**src/hw/rtl/cbhc_pkg.sv**
```systemverilog
// cbhc_pkg: shared types, constants and the hash step for the blob header checker
// depends on nothing; imported by every cbhc module and the top level
package cbhc_pkg;

	localparam int HDR_BYTES      = 76;
	localparam int HDR_POS_BITS   = 7;
	localparam int FIXED_END      = 16;
	localparam int ID_END         = 60;
	localparam int LEN_POS        = 67;
	localparam int ID_BYTES       = ID_END - FIXED_END;
	localparam int ID_IDX_BITS    = $clog2(ID_BYTES);
	localparam int COUNT_BITS_DEF = 33;
	localparam int CFG_IDX_BITS   = 3;
	localparam int CFG_DATA_BITS  = 64;

	localparam logic [63:0] FNV_BASIS = 64'hCBF29CE484222325;

	// magic, file version 1 and header size, little-endian, byte 0 in low bits
	localparam logic [127:0] FIXED_HDR = {32'd76, 32'd1, 64'h43504B5636323141};

	typedef enum logic [CFG_IDX_BITS-1:0] {
		REG_API_VERSION    = 3'd0,
		REG_KEY_SCHEMA     = 3'd1,
		REG_SHADER_ABI     = 3'd2,
		REG_VENDOR_DEVICE  = 3'd3,
		REG_DRIVER_VERSION = 3'd4,
		REG_UUID_LOW       = 3'd5,
		REG_UUID_HIGH      = 3'd6,
		REG_MAX_PAYLOAD    = 3'd7
	} cfg_reg_t;

	typedef enum logic [2:0] {
		ST_ACCEPTED  = 3'd0,
		ST_TRUNCATED = 3'd1,
		ST_BAD_HDR   = 3'd2,
		ST_IDENTITY  = 3'd3,
		ST_TOO_LARGE = 3'd4,
		ST_CHECKSUM  = 3'd5
	} status_t;

	typedef struct packed {
		logic [31:0] api_version;
		logic [31:0] key_schema;
		logic [63:0] shader_abi;
		logic [63:0] vendor_device;
		logic [31:0] driver_version;
		logic [63:0] uuid_low;
		logic [63:0] uuid_high;
		logic [31:0] max_payload;
	} cfg_t;

	typedef struct packed {
		logic                    step;
		logic                    in_hdr;
		logic [HDR_POS_BITS-1:0] pos;
		logic                    clear;
	} step_ctl_t;

	typedef struct packed {
		logic        hdr_bad;
		logic        id_bad;
		logic [63:0] stored_length;
		logic [63:0] stored_sum;
		logic [63:0] hash;
	} snap_t;

	// fnv-1a step; prime is 2^40 + 0x1b3, so the product is a sum of shifts
	function automatic logic [63:0] fnv_step(input logic [63:0] h, input logic [7:0] b);
		logic [63:0] x;
		x = h ^ {56'd0, b};
		return (x << 40) + (x << 8) + (x << 7) + (x << 5) + (x << 4) + (x << 1) + x;
	endfunction

endpackage

```
**src/hw/rtl/cbhc_header.sv**
```systemverilog
// cbhc_header: header byte checks, identity compare and stored field capture
// depends on cbhc_pkg
module cbhc_header (
	input  logic                clk,
	input  logic                arst_n,
	input  cbhc_pkg::step_ctl_t ctl,
	input  logic [7:0]          data_byte,
	input  cbhc_pkg::cfg_t      cfg,
	output logic                hdr_bad_next,
	output logic                id_bad_next,
	output logic [63:0]         stored_length_next,
	output logic [63:0]         field_shift_next
);
	import cbhc_pkg::*;

	logic [63:0]                  field_shift_q;
	logic [63:0]                  stored_length_q;
	logic                         hdr_bad_q;
	logic                         id_bad_q;
	logic [ID_BYTES*8-1:0]        id_vec;
	logic [HDR_POS_BITS-1:0]      id_off;
	logic [ID_IDX_BITS-1:0]       id_idx;
	logic                         in_fixed;
	logic                         in_id;
	logic                         fixed_mis;
	logic                         id_mis;

	assign id_vec = {cfg.uuid_high, cfg.uuid_low, cfg.driver_version,
		cfg.vendor_device[31:0], cfg.vendor_device[63:32],
		cfg.shader_abi, cfg.key_schema, cfg.api_version};

	assign id_off   = ctl.pos - HDR_POS_BITS'(FIXED_END);
	assign id_idx   = id_off[ID_IDX_BITS-1:0];
	assign in_fixed = ctl.in_hdr && (ctl.pos < HDR_POS_BITS'(FIXED_END));
	assign in_id    = ctl.in_hdr && !in_fixed && (ctl.pos < HDR_POS_BITS'(ID_END));

	assign fixed_mis = in_fixed && (data_byte != FIXED_HDR[{ctl.pos[3:0], 3'b000} +: 8]);
	assign id_mis    = in_id && (data_byte != id_vec[{id_idx, 3'b000} +: 8]);

	assign field_shift_next = ctl.in_hdr ? {data_byte, field_shift_q[63:8]} : field_shift_q;
	assign hdr_bad_next     = hdr_bad_q | fixed_mis;
	assign id_bad_next      = id_bad_q | id_mis;
	assign stored_length_next =
		(ctl.in_hdr && (ctl.pos == HDR_POS_BITS'(LEN_POS))) ? field_shift_next
		                                                    : stored_length_q;

	always_ff @(posedge clk or negedge arst_n) begin
		if (!arst_n) begin
			field_shift_q   <= '0;
			stored_length_q <= '0;
			hdr_bad_q       <= 1'b0;
			id_bad_q        <= 1'b0;
		end else if (ctl.step) begin
			if (ctl.clear) begin
				field_shift_q   <= '0;
				stored_length_q <= '0;
				hdr_bad_q       <= 1'b0;
				id_bad_q        <= 1'b0;
			end else begin
				field_shift_q   <= field_shift_next;
				stored_length_q <= stored_length_next;
				hdr_bad_q       <= hdr_bad_next;
				id_bad_q        <= id_bad_next;
			end
		end
	end

endmodule

```
**src/hw/rtl/cbhc_hash.sv**
```systemverilog
// cbhc_hash: running fnv-1a 64 over the payload bytes
// depends on cbhc_pkg
module cbhc_hash (
	input  logic                clk,
	input  logic                arst_n,
	input  cbhc_pkg::step_ctl_t ctl,
	input  logic [7:0]          data_byte,
	output logic [63:0]         hash_next
);
	import cbhc_pkg::*;

	logic [63:0] hash_q;

	assign hash_next = ctl.in_hdr ? hash_q : fnv_step(hash_q, data_byte);

	always_ff @(posedge clk or negedge arst_n) begin
		if (!arst_n) begin
			hash_q <= FNV_BASIS;
		end else if (ctl.step) begin
			hash_q <= ctl.clear ? FNV_BASIS : hash_next;
		end
	end

endmodule

```
**src/hw/rtl/cbhc_verdict.sv**
```systemverilog
// cbhc_verdict: end-of-blob snapshot stage, status priority and output register
// depends on cbhc_pkg
module cbhc_verdict #(
	parameter int COUNT_BITS = cbhc_pkg::COUNT_BITS_DEF
) (
	input  logic                  clk,
	input  logic                  arst_n,
	input  logic                  load,
	input  logic [COUNT_BITS-1:0] n_in,
	input  cbhc_pkg::snap_t       snap,
	input  logic [31:0]           limit,
	output logic                  ready,
	output logic                  out_valid,
	input  logic                  out_stall,
	output logic [2:0]            status,
	output logic [31:0]           payload_length
);
	import cbhc_pkg::*;

	logic                  s2_valid;
	logic [COUNT_BITS-1:0] n_s2;
	snap_t                 snap_s2;
	logic                  out_ready;
	logic                  below;
	logic                  sat;
	logic [63:0]           plen;
	logic [63:0]           limit64;
	status_t               status_c;
	logic [31:0]           plen_c;
	logic                  out_valid_q;
	logic [2:0]            status_q;
	logic [31:0]           plen_q;

	assign out_ready = !out_valid_q || !out_stall;
	assign ready     = !s2_valid || out_ready;

	assign below   = n_s2 < COUNT_BITS'(HDR_BYTES);
	assign sat     = &n_s2;
	assign plen    = below ? 64'd0 : (64'(n_s2) - 64'(HDR_BYTES));
	assign limit64 = {32'd0, limit};

	always_comb begin
		priority if (below) begin
			status_c = ST_TRUNCATED;
		end else if (sat || (plen > limit64)) begin
			status_c = ST_TOO_LARGE;
		end else if (snap_s2.hdr_bad) begin
			status_c = ST_BAD_HDR;
		end else if (snap_s2.id_bad) begin
			status_c = ST_IDENTITY;
		end else if (snap_s2.stored_length > limit64) begin
			status_c = ST_TOO_LARGE;
		end else if (snap_s2.stored_length != plen) begin
			status_c = ST_TRUNCATED;
		end else if (snap_s2.hash != snap_s2.stored_sum) begin
			status_c = ST_CHECKSUM;
		end else begin
			status_c = ST_ACCEPTED;
		end
	end

	assign plen_c = (sat || (|plen[63:32])) ? 32'hFFFF_FFFF : plen[31:0];

	always_ff @(posedge clk or negedge arst_n) begin
		if (!arst_n) begin
			s2_valid    <= 1'b0;
			out_valid_q <= 1'b0;
		end else begin
			if (ready) begin
				s2_valid <= load;
			end
			if (out_ready) begin
				out_valid_q <= s2_valid;
			end
		end
	end

	always_ff @(posedge clk) begin
		if (load && ready) begin
			n_s2    <= n_in;
			snap_s2 <= snap;
		end
		if (out_ready && s2_valid) begin
			status_q <= status_c;
			plen_q   <= plen_c;
		end
	end

	assign out_valid      = out_valid_q;
	assign status         = status_q;
	assign payload_length = plen_q;

endmodule

```
**src/hw/rtl/cache_blob_header_checker_unit.sv**
```systemverilog
// cache_blob_header_checker_unit: byte-stream cache blob header check and payload hash
// result path: after the last byte is accepted it passes the input reg, the snapshot stage and the output register
// throughput: one byte per cycle, except while a last byte waits for the snapshot stage
// reset: asynchronous, clears handshake state, counter, flags, config registers, hash to basis
// depends on cbhc_pkg, cbhc_header, cbhc_hash, cbhc_verdict
module cache_blob_header_checker_unit #(
	parameter int COUNT_BITS = cbhc_pkg::COUNT_BITS_DEF
) (
	input  logic                               clk,
	input  logic                               arst_n,
	input  logic                               in_valid,
	output logic                               in_stall,
	input  logic [7:0]                         data_byte,
	input  logic                               last_byte,
	output logic                               out_valid,
	input  logic                               out_stall,
	output logic [2:0]                         status,
	output logic [31:0]                        payload_length,
	input  logic                               cfg_write_enable,
	input  logic [cbhc_pkg::CFG_IDX_BITS-1:0]  cfg_index,
	input  logic [cbhc_pkg::CFG_DATA_BITS-1:0] cfg_data
);
	import cbhc_pkg::*;

	cfg_t                  cfg_q;
	logic                  s1_valid;
	logic [7:0]            data_s1;
	logic                  last_s1;
	logic [COUNT_BITS-1:0] count_q;
	logic [COUNT_BITS-1:0] count_inc;
	logic                  accept;
	logic                  s1_fire;
	logic                  v_ready;
	step_ctl_t             ctl;
	snap_t                 snap;
	logic                  hdr_bad_next;
	logic                  id_bad_next;
	logic [63:0]           stored_length_next;
	logic [63:0]           field_shift_next;
	logic [63:0]           hash_next;
	logic                  u_verdict_s2_seen;
	logic                  last_pending_q;

	always_ff @(posedge clk or negedge arst_n) begin
		if (!arst_n) begin
			cfg_q <= '0;
		end else if (cfg_write_enable) begin
			unique case (cfg_reg_t'(cfg_index))
				REG_API_VERSION:    cfg_q.api_version    <= cfg_data[31:0];
				REG_KEY_SCHEMA:     cfg_q.key_schema     <= cfg_data[31:0];
				REG_SHADER_ABI:     cfg_q.shader_abi     <= cfg_data;
				REG_VENDOR_DEVICE:  cfg_q.vendor_device  <= cfg_data;
				REG_DRIVER_VERSION: cfg_q.driver_version <= cfg_data[31:0];
				REG_UUID_LOW:       cfg_q.uuid_low       <= cfg_data;
				REG_UUID_HIGH:      cfg_q.uuid_high      <= cfg_data;
				REG_MAX_PAYLOAD:    cfg_q.max_payload    <= cfg_data[31:0];
			endcase
		end
	end

	// a last beat waits for the snapshot stage; other beats always go
	assign s1_fire  = s1_valid && (!last_s1 || v_ready);
	assign in_stall = s1_valid && !s1_fire;
	assign accept   = in_valid && !in_stall;

	always_ff @(posedge clk or negedge arst_n) begin
		if (!arst_n) begin
			s1_valid <= 1'b0;
		end else if (accept) begin
			s1_valid <= 1'b1;
		end else if (s1_fire) begin
			s1_valid <= 1'b0;
		end
	end

	always_ff @(posedge clk) begin
		if (accept) begin
			data_s1 <= data_byte;
			last_s1 <= last_byte;
		end
	end

	assign count_inc = (&count_q) ? count_q : count_q + COUNT_BITS'(1);

	always_ff @(posedge clk or negedge arst_n) begin
		if (!arst_n) begin
			count_q <= '0;
		end else if (s1_fire) begin
			count_q <= last_s1 ? '0 : count_inc;
		end
	end

	assign ctl.step   = s1_fire;
	assign ctl.in_hdr = count_q < COUNT_BITS'(HDR_BYTES);
	assign ctl.pos    = count_q[HDR_POS_BITS-1:0];
	assign ctl.clear  = s1_fire && last_s1;

	cbhc_header u_header (
		.clk                (clk),
		.arst_n             (arst_n),
		.ctl                (ctl),
		.data_byte          (data_s1),
		.cfg                (cfg_q),
		.hdr_bad_next       (hdr_bad_next),
		.id_bad_next        (id_bad_next),
		.stored_length_next (stored_length_next),
		.field_shift_next   (field_shift_next)
	);

	cbhc_hash u_hash (
		.clk       (clk),
		.arst_n    (arst_n),
		.ctl       (ctl),
		.data_byte (data_s1),
		.hash_next (hash_next)
	);

	// the stored checksum is the last eight header bytes, still in the shift reg
	assign snap.hdr_bad       = hdr_bad_next;
	assign snap.id_bad        = id_bad_next;
	assign snap.stored_length = stored_length_next;
	assign snap.stored_sum    = field_shift_next;
	assign snap.hash          = hash_next;

	cbhc_verdict #(
		.COUNT_BITS (COUNT_BITS)
	) u_verdict (
		.clk            (clk),
		.arst_n         (arst_n),
		.load           (ctl.clear),
		.n_in           (count_inc),
		.snap           (snap),
		.limit          (cfg_q.max_payload),
		.ready          (v_ready),
		.out_valid      (out_valid),
		.out_stall      (out_stall),
		.status         (status),
		.payload_length (payload_length)
	);

	always_ff @(posedge clk or negedge arst_n) begin
		if (!arst_n) begin
			last_pending_q <= 1'b0;
		end else if (ctl.clear) begin
			last_pending_q <= 1'b1;
		end else if (out_valid && !out_stall) begin
			last_pending_q <= 1'b0;
		end
	end

	assign u_verdict_s2_seen = last_pending_q;

	a_count_clears: assert property (@(posedge clk) disable iff (!arst_n)
		(s1_fire && last_s1) |=> (count_q == '0))
		else $error("byte counter not cleared after last beat");

	a_count_saturates: assert property (@(posedge clk) disable iff (!arst_n)
		(&count_q) |=> ((&count_q) || (count_q == '0)))
		else $error("byte counter wrapped");

	a_out_from_snapshot: assert property (@(posedge clk) disable iff (!arst_n)
		$rose(out_valid) |-> $past(u_verdict_s2_seen))
		else $error("result without a last beat");

endmodule

```
**config.mk**
```make
export PLATFORM = sky130hd
export DESIGN_NAME = cache_blob_header_checker_unit
export DESIGN_NICKNAME = d
export VERILOG_FILES = /design/src/hw/rtl/cbhc_pkg.sv /design/src/hw/rtl/cbhc_header.sv /design/src/hw/rtl/cbhc_hash.sv /design/src/hw/rtl/cbhc_verdict.sv /design/src/hw/rtl/cache_blob_header_checker_unit.sv
export SDC_FILE = /design/constraint.sdc
export NUM_CORES = 2
export LEC_CHECK = 0
export CELL_PAD_IN_SITES_DETAIL_PLACEMENT = 1
export CELL_PAD_IN_SITES_GLOBAL_PLACEMENT = 1
export CORE_MARGIN = 2
export CORE_UTILIZATION = 53
export DETAILED_ROUTE_END_ITERATION = 7
export DONT_BUFFER_PORTS = 1
export GPL_ROUTABILITY_DRIVEN = 1
export GPL_TIMING_DRIVEN = 1
export PLACE_DENSITY_LB_ADDON = 0.1
export RECOVER_POWER = 25
export SYNTH_ARGS = -nofsm -noshare
export SYNTH_HDL_FRONTEND = slang
export SYNTH_HIERARCHICAL = 1
export SYNTH_SLANG_ARGS = --single-unit
```
**constraint.sdc**
```tcl
create_clock -name clk -period 7.9 [get_ports clk]
set_input_delay 2.37 -clock clk [delete_from_list [all_inputs] [get_ports clk]]
set_output_delay 2.37 -clock clk [all_outputs]
set_load 0.01 [all_outputs]
```
# == Word-level counts from Yosys, hierarchy flattened ==
# Cells that the tools add are included.
# totals
word_cells,117
input_bits,81
ff_bits,885
output_inout_bits,37
# op_classes
eq_ne,12
shifts,2
reduce_logical,38
n_bitwise,3
add_sub_neg,9
n_mux,19
magnitude_cmp,6
# ops
cell,n
64-bit 2-to-1 mux,7
64-bit adder,6
352-bit by 10-bit variable part select with 8-bit output,1
64-bit by 32-bit > comparator with 1-bit output,2
64-bit != test,2
128-bit by 8-bit variable part select with 8-bit output (first input constant),1
33-bit by 7-bit < comparator with 1-bit output (second input constant),2
33-bit 2-to-1 mux,2
33-bit AND reduction,2
64-bit by 8-bit bitwise XOR with 64-bit output,1
33-bit by 7-bit subtractor with 34-bit output (second input constant),1
33-bit by 1-bit adder with 33-bit output (second input constant),1
32-bit OR reduction,1
3-bit 2-to-1 mux,6
8-bit != test,2
2-bit AND reduction,8
3-bit == test (second input constant),4
1-bit logical AND,12
7-bit == test (second input constant),1
1-bit logical NOT,7
7-bit by 5-bit < comparator with 1-bit output (second input constant),1
7-bit by 6-bit < comparator with 1-bit output (second input constant),1
3-bit by 2-bit == test with 1-bit output (second input constant),2
6-bit by 5-bit subtractor with 6-bit output (second input constant),1
other kinds (7),15

# == Logic depth before layout (Yosys ltp) ==
# depth
word_depth,10
mapped_depth,21
mapped_depth_nobuf,21

# == Modules after synthesis ==
# The synthesis kept the hierarchy.
# modules_own_cells
mod,seq_area_each_um2,cells_each,area_each_um2,n_inst
cache_blob_header_checker_unit,10730.3,1179,17164.0,1
cbhc_hash,1636.6,1554,14009.7,1
cbhc_verdict,7917.6,899,12374.4,1
cbhc_header,3253.1,1011,10010.9,1

# == Worst setup path after synthesis ==
# OpenSTA, ideal clock, no wires.
# synth_path
kind,input to register
from,input port out_stall
to,"register u_verdict.n_s2[0], enable pin"
required_ns,7.283
arrival_time_ns,8.407
path_slack_ns,-1.124
stages,5
n_path_buf,1
setup_time_ns,0.617
path_cell_list,nand3_1 -> nand3_1 -> inv_1 -> buf_1 -> and2_1
# synth_lines
element,line_no,rtl
"start, declared",cache_blob_header_checker_unit.sv:16,"input logic out_stall,"
"end signal, assigned",cbhc_verdict.sv:80,n_s2 <= n_in;
"end, declared",cbhc_verdict.sv:21,logic [COUNT_BITS-1:0] n_s2;

# == Final worst setup path ==
# layout_path
from,register data_s1[1]
to,"register u_verdict/snap_s2[41] (netlist name), data pin"
# layout_between
elab_chain_len,8
# layout_rtl
element,line_no,rtl
"start, declared",cache_blob_header_checker_unit.sv:27,logic [7:0] data_s1;
"start signal, assigned",cache_blob_header_checker_unit.sv:78,data_s1 <= data_byte;
64-bit by 8-bit bitwise XOR with 64-bit output (*),cbhc_pkg.sv:70,"x = h ^ {56'd0, b};"
64-bit adder (5 in a row),cbhc_pkg.sv:71,return (x << 40) + (x << 8) + (x << 7) + (x << 5) + (x << 4) + (x << 1) + x;
64-bit adder (*),cbhc_pkg.sv:71,
64-bit 2-to-1 mux (*),cbhc_hash.sv:14,"assign hash_next = ctl.in_hdr ? hash_q : fnv_step(hash_q, data_byte);"
named net hash_next[41],cache_blob_header_checker_unit.sv:40,logic [63:0] hash_next;
"end signal, assigned",cbhc_verdict.sv:81,snap_s2 <= snap;
"end, declared",cbhc_verdict.sv:22,snap_t snap_s2;
# Mark *: on every way through the listed nets, which the timed path passes. The rest lies on a longest branch.
# A chain may end at the register's enable or synchronous reset.

==> impl_metrics.json <==
{
  "status": "finished, violations left",
  "violations": "slew limit",
  "gp_congestion": 0.9058,
  "syn_to_final_growth_pct": 8.083,
  "cp.required_ps": 8300,
  "reg2reg_depth": 21,
  "antenna_found_initial": 16,
  "drv_cap": 0,
  "ys_ff_latch": 885,
  "grt_setup_unrepaired": "false",
  "antenna_left": 0,
  "critPathMostFrequentCell": "ha_1",
  "clkTransAtPathRegs_ps": 60,
  "reg2reg_to": "u_verdict/snap_s2[41]$_DFFE_PP_",
  "postCtsSetupBuffers": 0,
  "io_buffers": 0,
  "post-route-period-util_pct": 78.37,
  "startpoint": "data_s1[1]$_DFFE_PP_",
  "synth_area_leaders": "dfrtp_1, edfxtp_1, fa_1, mux2_2, ha_1",
  "initial_core_util_pct": 53.48,
  "grt_max_degree": 615,
  "grt_overflow": 0,
  "seq_area_frac_synth_pct": 43.95,
  "path_class": "reg -> reg",
  "cp.arrival_ps": 6590,
  "synthesis.area_mm2": 0.05356,
  "wl_per_cell_um": 29.07,
  "drt-pass1-iter-count": 6,
  "routed_via_density": 6.304,
  "timing.slew.headroom_pct": -63.71,
  "vias": 37510,
  "drive_gt1_share_pct": 17.13,
  "post-dp-hpwl_um": 125900,
  "crit_path_cell_trace": "xor2_1 -> clkinv_1 -> xnor2_1 -> ha_1 -> inv_1 -> fa_1 -> inv_1 -> ha_1 -> ha_1 -> ha_1 -> inv_1 -> fa_1 -> nor2b_1 -> o31ai_1 -> a211o_2 -> o211ai_2 -> a21oi_1 -> o21ai_2 -> a31oi_1 -> xor2_1 -> o21ai_0",
  "rr_startpoint": "data_s1[1]$_DFFE_PP_",
  "cts_tree": "done",
  "synth_edf_count": 271,
  "multi_input_area_mm2": 0.02689,
  "clockBufferDepth": 3,
  "die_y_um": 321.9,
  "fin_nets": 5070,
  "die_w_um": 321.9,
  "finalMaxSlewViolations": 512,
  "avgSynthCellArea_um2": 11.54,
  "io_pins": 118,
  "regArea_mm2": 0.02355,
  "synth_nets": 5146,
  "hold_viol": 0,
  "grt_pass1_wl_um": 260400,
  "cts_sinks": 885,
  "layout_common_cells": "dfrtp_1, inv_1, mux2_2, edfxtp_1, fa_1",
  "synthArstFlopShare_pct": 69.38,
  "drt-total-wl_um": 173000,
  "worstSetupEndpoint": "u_verdict/snap_s2[41]$_DFFE_PP_",
  "numCtsBuffers": 97,
  "worst_slew_pin_slew_ps": 2456,
  "wl_met1_um": 74850,
  "fillers": 10220,
  "clock.fmax_mhz": 161.5,
  "period_needed_ps": 6191,
  "crit_fanout": 9,
  "end_kind": "flip-flop",
  "htree_levels": 3,
  "setup_violations": 0,
  "layout_commonest_cell": "dfrtp_1",
  "powerDensity_mw_per_mm2": 295.6,
  "ys_types": 124,
  "p_leak_nw": 26.08,
  "placementRows": 116,
  "hold_class": "reg -> reg",
  "reg2reg_slack_ps": 1710,
  "tns_ps": 0,
  "route.met3.wl_um": 10330,
  "hp-start": "u_header/stored_length_q[18]$_DFFE_PN0P_",
  "cpMaxStageDelayCell": "edfxtp_1",
  "synth_cells": 4643,
  "clk_latency_ps": 710,
  "synth_flop_cell": "dfrtp_1",
  "root_buffer": "clkbuf_16",
  "worstSetupStartpointType": "flip-flop",
  "placeableCoreArea_mm2": 0.1001,
  "grt_pass1_vias": 39480,
  "cts_hold_buffers": 0,
  "vdd_drop_max_uv": 335.5,
  "cts_resized": 0,
  "route.met2.wl_um": 80870,
  "slowest_delay_ps": 560,
  "top_layer_used": "met5",
  "drt_iter0_markers": 2903,
  "drc_errors": 0,
  "ys_warn_count": 6,
  "dp_cells": 5766,
  "die_area_mm2": 0.1036,
  "hold_depth": 1,
  "finalClockSkew_ps": 38.70,
  "yosys.area.top_type": "dfrtp_1",
  "layoutNonFillerInstCount": 5950,
  "grt_usage_pct": 33.79,
  "netlist.area_leader.share_pct": 27.38
}
synth_stat cells, types with 11 or more instances:
cell type	n
a21oi_1	176
xnor2_1	138
mux2i_1	140
nand2b_1	23
xor2_1	53
and3_1	39
buf_2	54
buf_6	15
a22oi_1	47
mux4_2	49
nor2b_1	89
o21a_1	20
o21ai_0	163
buf_1	16
ha_1	177
o22ai_1	29
nor2_1	188
fa_1	245
nor3_1	54
edfxtp_1	271
inv_1	538
a31oi_1	28
and4_1	19
dfrtp_1	586
a21o_1	123
a211oi_1	19
nand4_1	74
dfstp_2	28
and2_1	13
nor4_1	44
nand2_1	215
o2bb2ai_1	60
clkbuf_1	132
mux2_2	409
nand3_1	56
or3_1	19
or4_1	11
state kept, by name (all words and copies together), names as in the netlist:
signal                    count
cfg_q                       384
u_verdict/snap_s2           194
u_hash/hash_q                64
u_header/field_shift_q       64
u_header/stored_length_q     64
count_q                      33
u_verdict/n_s2               33
u_verdict/payload_length     32
data_s1                       8
u_verdict/status              3
last_s1                       1
s1_valid                      1
u_header/hdr_bad_q            1
u_header/id_bad_q             1
u_verdict/out_valid           1
u_verdict/s2_valid            1
per-layer routing:
metal | track usage (%) | up-vias
met5 | 0 | -
met4 | 12.29 | 8
met3 | 5.835 | 315
met2 | 54.16 | 1154
met1 | 46.36 | 19760
li1 | - | 16270
layout make-up:
type | count | area share [%]
repair buffers | 58 | 0.8819
well taps | 1298 | 2.806
inverters | 542 | 3.519
multi-input cells | 2983 | 46.46
flip-flops and latches | 885 | 40.67
clock inverters | 29 | 0.5901
clock buffers | 151 | 5.056
diodes | 4 | 0.01729
metrics by stage:
step                hold WS [ps]  cell area, µm²  setup WS [ps]  util, %  total power [mW]
detailed placement         466.3           54610           1746    54.53             12.30
floorplan                  443.4           53560           1397        -             10.53
CTS                        479.9           57880           1682    57.79             17.03
global placement           458.0           54610           1896    54.53             12.18
global route               488.1           57880           1276    57.80             17.93
finish                     477.9           57890           1709    57.80             17.11
cell families after synthesis:
kind of cell	Yosys count	synth area share (%)
simple gates	900	8.823
flops	885	43.95
compound gates	863	11.24
buf+inv	775	5.997
mux	606	13.54
fa+ha+maj	422	13.29
xor+xnor	192	3.154
report_power, final:
| group | total (mW) | internal, mW | switching, mW | leakage, nW |
|---|---|---|---|---|
| clock network | 4.67 | 2.69 | 1.98 | 1.59 |
| logic | 6.68 | 2.67 | 4.01 | 14.3 |
| registers | 5.76 | 5.33 | 0.439 | 10.2 |
how the worst min path moves through the flow:
stage,end
after floorplan,u_verdict/out_valid$_DFFE_PN0P_
after global placement,u_header/stored_length_q[32]$_DFFE_PN0P_
after detailed placement,u_header/stored_length_q[18]$_DFFE_PN0P_
after CTS,u_header/stored_length_q[18]$_DFFE_PN0P_
after global routing,u_header/stored_length_q[43]$_DFFE_PN0P_
final,u_header/stored_length_q[18]$_DFFE_PN0P_
worst max-delay path: cells and delay by family, from the launching register on:
kind / cells / cell delay, ps
AO/OA/AOI/OAI: 7 / 1560
XOR/XNOR: 3 / 960
adder cells (fa/ha/maj): 6 / 1990
buffers and inverters: 4 / 630
flip-flops: 1 / 560
AND/OR/NAND/NOR: 1 / 180
Power figures use the tool's default switching activity.
